File: src/design/mffg_pkg.sv
package mffg_pkg;

    // Built grid size per axis
    localparam int GRID_N_DEFAULT = 16;

    // Field widths
    localparam int IDX_W   = 12;
    localparam int VAL_W   = 32;
    localparam int COORD_W = 7;
    localparam int FORCE_W = 48;
    localparam int GN_W    = 5;
    localparam int CFG_W   = 32;
    localparam int CIDX_W  = 2;

    // Configuration register indexes
    localparam logic [CIDX_W-1:0] CFG_GRID_N      = 2'd0;
    localparam logic [CIDX_W-1:0] CFG_INV_TWO_H   = 2'd1;
    localparam logic [CIDX_W-1:0] CFG_SELECT_PREV = 2'd2;

    // Configuration reset values
    localparam logic [GN_W-1:0]  GRID_N_RESET    = 5'd16;
    localparam logic [VAL_W-1:0] INV_TWO_H_RESET = 32'h0001_0000;

    typedef enum logic [1:0] {
        REQ_WR_CUR    = 2'd0,
        REQ_WR_PREV   = 2'd1,
        REQ_WR_CHARGE = 2'd2,
        REQ_QUERY     = 2'd3
    } req_t;

    // Neighbor offsets of the center point
    typedef enum logic [2:0] {
        OFF_PX,
        OFF_MX,
        OFF_PY,
        OFF_MY,
        OFF_PZ,
        OFF_MZ
    } off_t;

    typedef enum logic [1:0] {
        AX_X,
        AX_Y,
        AX_Z
    } axis_t;

    typedef struct packed {
        logic  load;
        logic  wr_en;
        logic  rd_en;
        logic  rd_q;
        off_t  rd_off;
        logic  cap_plus;
        logic  mul_field;
        logic  mul_contrib;
        logic  acc_en;
        axis_t acc_axis;
        logic  emit;
    } cmd_t;

    typedef struct packed {
        logic is_query;
        logic last;
        logic in_range;
        logic interior;
        logic out_free;
    } status_t;

endpackage

File: src/design/mffg_ctrl.sv
module mffg_ctrl
    import mffg_pkg::*;
(
    input  logic    clk,
    input  logic    rst_n,
    input  logic    in_valid,
    output logic    in_ready,
    input  status_t status,
    output cmd_t    cmd
);

    typedef enum logic [2:0] {
        S_IDLE,
        S_ADDR,
        S_CTR,
        S_RUN,
        S_EMIT
    } state_t;

    localparam logic [3:0] LAST_STEP = 4'd8;

    state_t     state_reg, state_next;
    logic [3:0] step_reg, step_next;

    always_ff @(posedge clk or negedge rst_n)
    begin
        if (!rst_n)
        begin
            state_reg <= S_IDLE;
            step_reg  <= '0;
        end
        else
        begin
            state_reg <= state_next;
            step_reg  <= step_next;
        end
    end

    assign in_ready = (state_reg == S_IDLE);

    always_comb
    begin
        state_next = state_reg;
        step_next  = step_reg;
        cmd        = '0;
        cmd.rd_off   = OFF_PX;
        cmd.acc_axis = AX_X;
        case (state_reg)
            S_IDLE:
            begin
                cmd.load = in_valid;
                if (in_valid)
                begin
                    state_next = S_ADDR;
                end
            end
            S_ADDR:
            begin
                state_next = S_CTR;
            end
            S_CTR:
            begin
                step_next = '0;
                if (!status.is_query)
                begin
                    cmd.wr_en  = status.in_range;
                    state_next = S_IDLE;
                end
                else if (status.interior)
                begin
                    state_next = S_RUN;
                end
                else if (status.last)
                begin
                    state_next = S_EMIT;
                end
                else
                begin
                    state_next = S_IDLE;
                end
            end
            S_RUN:
            begin
                step_next = step_reg + 4'd1;
                // Reads of plus/minus neighbors interleave with the two multiplies
                case (step_reg)
                    4'd0:
                    begin
                        cmd.rd_en  = 1'b1;
                        cmd.rd_q   = 1'b1;
                        cmd.rd_off = OFF_PX;
                    end
                    4'd1:
                    begin
                        cmd.rd_en    = 1'b1;
                        cmd.rd_off   = OFF_MX;
                        cmd.cap_plus = 1'b1;
                    end
                    4'd2:
                    begin
                        cmd.rd_en     = 1'b1;
                        cmd.rd_off    = OFF_PY;
                        cmd.mul_field = 1'b1;
                    end
                    4'd3:
                    begin
                        cmd.rd_en       = 1'b1;
                        cmd.rd_off      = OFF_MY;
                        cmd.cap_plus    = 1'b1;
                        cmd.mul_contrib = 1'b1;
                    end
                    4'd4:
                    begin
                        cmd.rd_en     = 1'b1;
                        cmd.rd_off    = OFF_PZ;
                        cmd.mul_field = 1'b1;
                        cmd.acc_en    = 1'b1;
                        cmd.acc_axis  = AX_X;
                    end
                    4'd5:
                    begin
                        cmd.rd_en       = 1'b1;
                        cmd.rd_off      = OFF_MZ;
                        cmd.cap_plus    = 1'b1;
                        cmd.mul_contrib = 1'b1;
                    end
                    4'd6:
                    begin
                        cmd.mul_field = 1'b1;
                        cmd.acc_en    = 1'b1;
                        cmd.acc_axis  = AX_Y;
                    end
                    4'd7:
                    begin
                        cmd.mul_contrib = 1'b1;
                    end
                    4'd8:
                    begin
                        cmd.acc_en   = 1'b1;
                        cmd.acc_axis = AX_Z;
                    end
                    default:
                    begin
                        cmd.acc_en = 1'b0;
                    end
                endcase
                if (step_reg == LAST_STEP)
                begin
                    state_next = status.last ? S_EMIT : S_IDLE;
                end
            end
            S_EMIT:
            begin
                if (status.out_free)
                begin
                    cmd.emit   = 1'b1;
                    state_next = S_IDLE;
                end
            end
            default:
            begin
                state_next = S_IDLE;
            end
        endcase
    end

endmodule

File: config.mk
export PLATFORM = sky130hd
export DESIGN_NAME = mffg_ctrl
export DESIGN_NICKNAME = d
export VERILOG_FILES = /design/src/design/mffg_pkg.sv /design/src/design/mffg_ctrl.sv
export SDC_FILE = /design/constraint.sdc
export NUM_CORES = 1
export LEC_CHECK = 0
export BUFFER_PORTS_ARGS = -buffer_cell sky130_fd_sc_hd__buf_2
export CORE_MARGIN = 5
export CORE_UTILIZATION = 40
export DETAILED_ROUTE_END_ITERATION = 10
export HOLD_SLACK_MARGIN = 0.1
export PLACE_DENSITY = 0.79
export SETUP_SLACK_MARGIN = 0.05
export SLEW_MARGIN = 20
export SYNTH_ARGS = -nofsm -noshare
export SYNTH_HDL_FRONTEND = slang
export SYNTH_SLANG_ARGS = --single-unit
File: constraint.sdc
create_clock -name clk -period 3.2 [get_ports clk]
set_input_delay 0.16 -clock clk [delete_from_list [all_inputs] [get_ports clk]]
set_output_delay 0.16 -clock clk [all_outputs]
set_load 0.01 [all_outputs]
==> Word-level counts from Yosys, hierarchy flattened <==
Cells that the tools add are included.
{ "totals": {"inputBits": 8, "reg_bits": 7, "out_inout_bits": 15, "wordCells": 49} }
{ "op_classes": {"n_addsub": 1, "n_eq_ne": 15, "muxes": 22, "reduce_logical": 9} }
{ "op_table": {"columns": ["cell", "count"], "rows": [
  ["case mux 3 bit (5 select lines)", 2],
  ["2-to-1 mux 3 bit", 6],
  ["equality test 4 x 3 -> 1 bit, second input constant", 4],
  ["OR reduction 3 bit", 4],
  ["2-to-1 mux 1 bit", 11],
  ["2-to-1 mux 11 bit", 1],
  ["equality test 4 x 2 -> 1 bit, second input constant", 2],
  ["case mux 4 bit (2 select lines)", 1],
  ["equality test 3 x 2 -> 1 bit, second input constant", 2],
  ["inequality test 2 bit, second input constant", 3],
  ["OR reduction 6 bit", 1],
  ["adder 4 x 1 -> 4 bit, second input constant", 1],
  ["equality test 4 x 1 -> 1 bit, second input constant", 1],
  ["equality test 4 bit, second input constant", 1],
  ["zero test 4 bit", 1],
  ["case mux 2 bit (2 select lines)", 1],
  ["equality test 3 x 1 -> 1 bit, second input constant", 1],
  ["equality test 3 bit, second input constant", 1],
  ["zero test 3 bit", 1],
  ["AND reduction 3 bit", 1],
  ["nonzero test 2 bit", 1]
]} }

==> Logic depth before layout (Yosys ltp) <==
{ "logic_depth": {"depth_word": 4, "ltp_mapped": 5, "depth_no_buf": 5} }

==> Worst setup path after synthesis <==
No wires, ideal clock.
{ "synth_timing": {"kind": "reg2reg", "from": "register step_reg[0]", "to": "register state_reg[2]", "path_slack_ns": 1.938, "synth_period_minus_slack_ns": 1.262, "arrival_time_ns": 1.135, "path_stages_with_launch": 6, "n_path_buf": 0, "setup_time_ns": 0.127, "required_time_ns": 3.073, "path_cell_list": "dfrtp_1 -> inv_1 -> ha_1 -> and3b_1 -> a22oi_1 -> o22ai_1"} }
{ "synth_between": {"elab_chain_cells": 3} }
{ "synth_rtl": {"columns": ["item", "line", "rtl"], "rows": [
  ["start, declared", "mffg_ctrl.sv:23", "logic [3:0] step_reg, step_next;"],
  ["start signal, assigned", "mffg_ctrl.sv:35", "step_reg <= step_next;"],
  ["equality test 4 bit", "mffg_ctrl.sv:147", "if (step_reg == LAST_STEP)"],
  ["inequality test 2 bit (no source line)", null, null],
  ["AND reduction 3 bit (no source line)", null, null],
  ["end signal, assigned", "mffg_ctrl.sv:34", "state_reg <= state_next;"],
  ["end, declared", "mffg_ctrl.sv:22", "state_t state_reg, state_next;"]
]} }
Every way passes these cells.
A chain may end at the register's enable or synchronous reset.

==> results.sh <==
export IMPL_cts_sinks=7
export IMPL_die_h_um=48.7
export IMPL_rsz0062_at_grt="no"
export IMPL_numPortBuffers=22
export IMPL_drive_above_1_share_pct=31.9
export IMPL_syn_area_per_cell_um2=8.42
export IMPL_hpwlAfterDp_um=1100
export IMPL_grt_antenna_before_repair=0
export IMPL_cts_max_path_buffers=2
export IMPL_post_cts_setup_buffer_count=0
export IMPL_r2r_end="state_reg[0]"
export IMPL_cts_made_buffers=3
export IMPL_gr_usage_all_layers_pct=13.3
export IMPL_die_x_um=48.7
export IMPL_holdBufCountCts=1
export IMPL_gr_total_overflow=0
export IMPL_maxSlewHeadroom_pct=67.7
export IMPL_crit_required_ns=3.04
export IMPL_path_class="register to output port"
export IMPL_worstMarginPinSlew_ns=0.484
export IMPL_postSynthCellCount=71
export IMPL_max_cap_violations=0
export IMPL_synth_area_um2=598
export IMPL_ys_types=30
export IMPL_final_max_slew_viol_count=0
export IMPL_ys_seq_elements=7
export IMPL_p_per_area_nw_per_um2=795
export IMPL_whs_endpoint="state_reg[2]"
export IMPL_end_kind="output port"
export IMPL_r2r_setup_slack_ns=1.80
export IMPL_setup_viol=0
export IMPL_gp_congestion=0.829
export IMPL_ant_nets=0
export IMPL_yosys_warnings=0
export IMPL_die_area_um2=2370
export IMPL_wl_per_cell_um=13.0
export IMPL_finalCritPeriodShare_pct=55.6
export IMPL_hp_start="status[0]"
export IMPL_htreeDepth=1
export IMPL_ys_seq_area_share_pct=29.3
export IMPL_min_path_cells=2
export IMPL_row_count=14
export IMPL_drtIter0Drc=18
export IMPL_diodes=0
export IMPL_p_total_mw=0.578
export IMPL_insertion_delay_ns=0.25
export IMPL_grt_pass1_vias=579
export IMPL_worstRegToRegCells=5
export IMPL_cp_arrival_ns=1.62
export IMPL_initial_utilization_pct=41.1
export IMPL_finalSetupTns_ns=0
export IMPL_outcome="complete, no violations"
export IMPL_min_path_type="input port to register"
export IMPL_drc_errors=0
export IMPL_ioPinCount=23
export IMPL_grt_pass1_wl_um=2560
export IMPL_synth_nets=83
export IMPL_timing_rr_start="step_reg[0]"
export IMPL_core_area_um2=1450
export IMPL_cts_tree="done"
export IMPL_vias=592
export IMPL_final_common_cell="buf_2"
export IMPL_nNetsFinal=107
export IMPL_vias_per_cell=5.38
export IMPL_max_freq_mhz=562
export IMPL_max_vdd_ir_drop_mv=0.372
export IMPL_cts_root_buf="clkbuf_4"
export IMPL_path_clk_slew_ns=0.05
export IMPL_grt_max_degree=15
export IMPL_p_leak_nw=0.363
export IMPL_start_kind="register"
export IMPL_area_growth_pct=21.5
export IMPL_fin_skew_ns=0.000823
export IMPL_hold_viol=0
export IMPL_post_cts_resized=0
export IMPL_period_needed_ns=1.78
export IMPL_largest_reg_flops=4
export IMPL_mostFrequentLayoutCells="22 x buf_2, 9 x nor2_1, 7 x dfrtp_1, 6 x inv_1, 6 x a21oi_1"
export IMPL_dr_pass1_iters=4
export IMPL_wirelength_um=1430
export IMPL_crit_fanout=10
cell usage after synthesis:
cell type / count / share of area (%)
a21oi_1: 6 / 5.0
a221oi_1: 1 / 1.5
a22oi_1: 1 / 1.3
a311oi_1: 1 / 1.5
a31oi_1: 1 / 1.0
and2_1: 1 / 1.0
and3_1: 1 / 1.0
and3b_1: 1 / 1.5
buf_4: 2 / 2.5
buf_6: 2 / 3.8
dfrtp_1: 7 / 29
ha_1: 4 / 8.4
inv_1: 6 / 3.8
nand2_1: 5 / 3.1
nand3_1: 4 / 3.3
nand3_4: 1 / 2.9
nand3b_1: 1 / 1.3
nor2_1: 9 / 5.6
nor2b_1: 1 / 1.0
nor2b_4: 1 / 2.3
nor3_1: 2 / 1.7
nor3_2: 1 / 1.7
nor3b_2: 1 / 2.1
nor4b_2: 1 / 2.5
nor4bb_1: 1 / 1.7
o211ai_1: 1 / 1.3
o21ai_0: 5 / 4.2
o221ai_1: 1 / 1.5
o22ai_1: 1 / 1.0
or2b_1: 1 / 1.3
how the worst max path moves through the flow:
| stage | slack [ns] | depth (start not counted) | to | from |
|---|---|---|---|---|
| 2_1_floorplan | 1.94 | 5 | state_reg[2] | step_reg[0] |
| 3_3_place_gp | 1.73 | 4 | cmd[10] | state_reg[1] |
| 3_5_place_dp | 1.70 | 4 | cmd[10] | state_reg[1] |
| 4_1_cts | 1.43 | 4 | cmd[10] | state_reg[1] |
| 5_1_grt | 1.29 | 4 | cmd[10] | state_reg[1] |
| 6_report | 1.42 | 4 | cmd[10] | state_reg[1] |
worst max-delay path: stages, from the launching register on:
cell and delay, ns:
dfrtp_1 0.50, nor2b_4 0.31, nand3_4 0.16, nor3b_2 0.24, buf_2 0.15
power breakdown:
group	total [mW]	leakage [nW]	internal (mW)	switching, mW
sequential	0.188	0.0904	0.117	0.0705
clock	0.0828	0.0150	0.0477	0.0350
combinational	0.308	0.257	0.131	0.177
final cells by class:
type	count	area, µm²
clock buffers	4	26.3
fillers	150	727
inverters	6	22.5
multi-input cells	54	363
flip-flops and latches	7	175
well taps	16	20.0
repair buffers	23	120
per-layer routing:
metal | vias to the layer above | part of all wire [%] | track usage [%]
met4 | 0 | 0 | 2.69
met3 | 0 | 8.7 | 7.36
met5 | - | 0 | 0
met1 | 266 | 44 | 16.0
met2 | 27 | 48 | 20.7
li1 | 299 | - | -
logic make-up (layout without fill, tap and decap cells):
| family | Yosys count | count (layout) | share of synthesized area (%) |
|---|---|---|---|
| adder cells (fa/ha/maj) | 4 | 4 | 8.37 |
| AND/OR/NAND/NOR | 32 | 32 | 34.1 |
| flip-flops | 7 | 7 | 29.3 |
| buffers and inverters | 10 | 33 | 10.0 |
| AO/OA/AOI/OAI | 18 | 18 | 18.2 |
stage by stage:
step	std cells	util [%]	setup slack [ns]	cell area, µm²	hold WS (ns)
finish	110	50.0	1.42	727	0.116
global route	110	50.0	1.29	727	0.103
CTS	110	50.0	1.43	727	0.107
detailed placement	105	47.5	1.70	691	0.00466
global placement	105	47.5	1.73	691	0.00420
floorplan	71	-	1.94	598	-0.136
No activity file was read; power rests on OpenSTA's default activity.
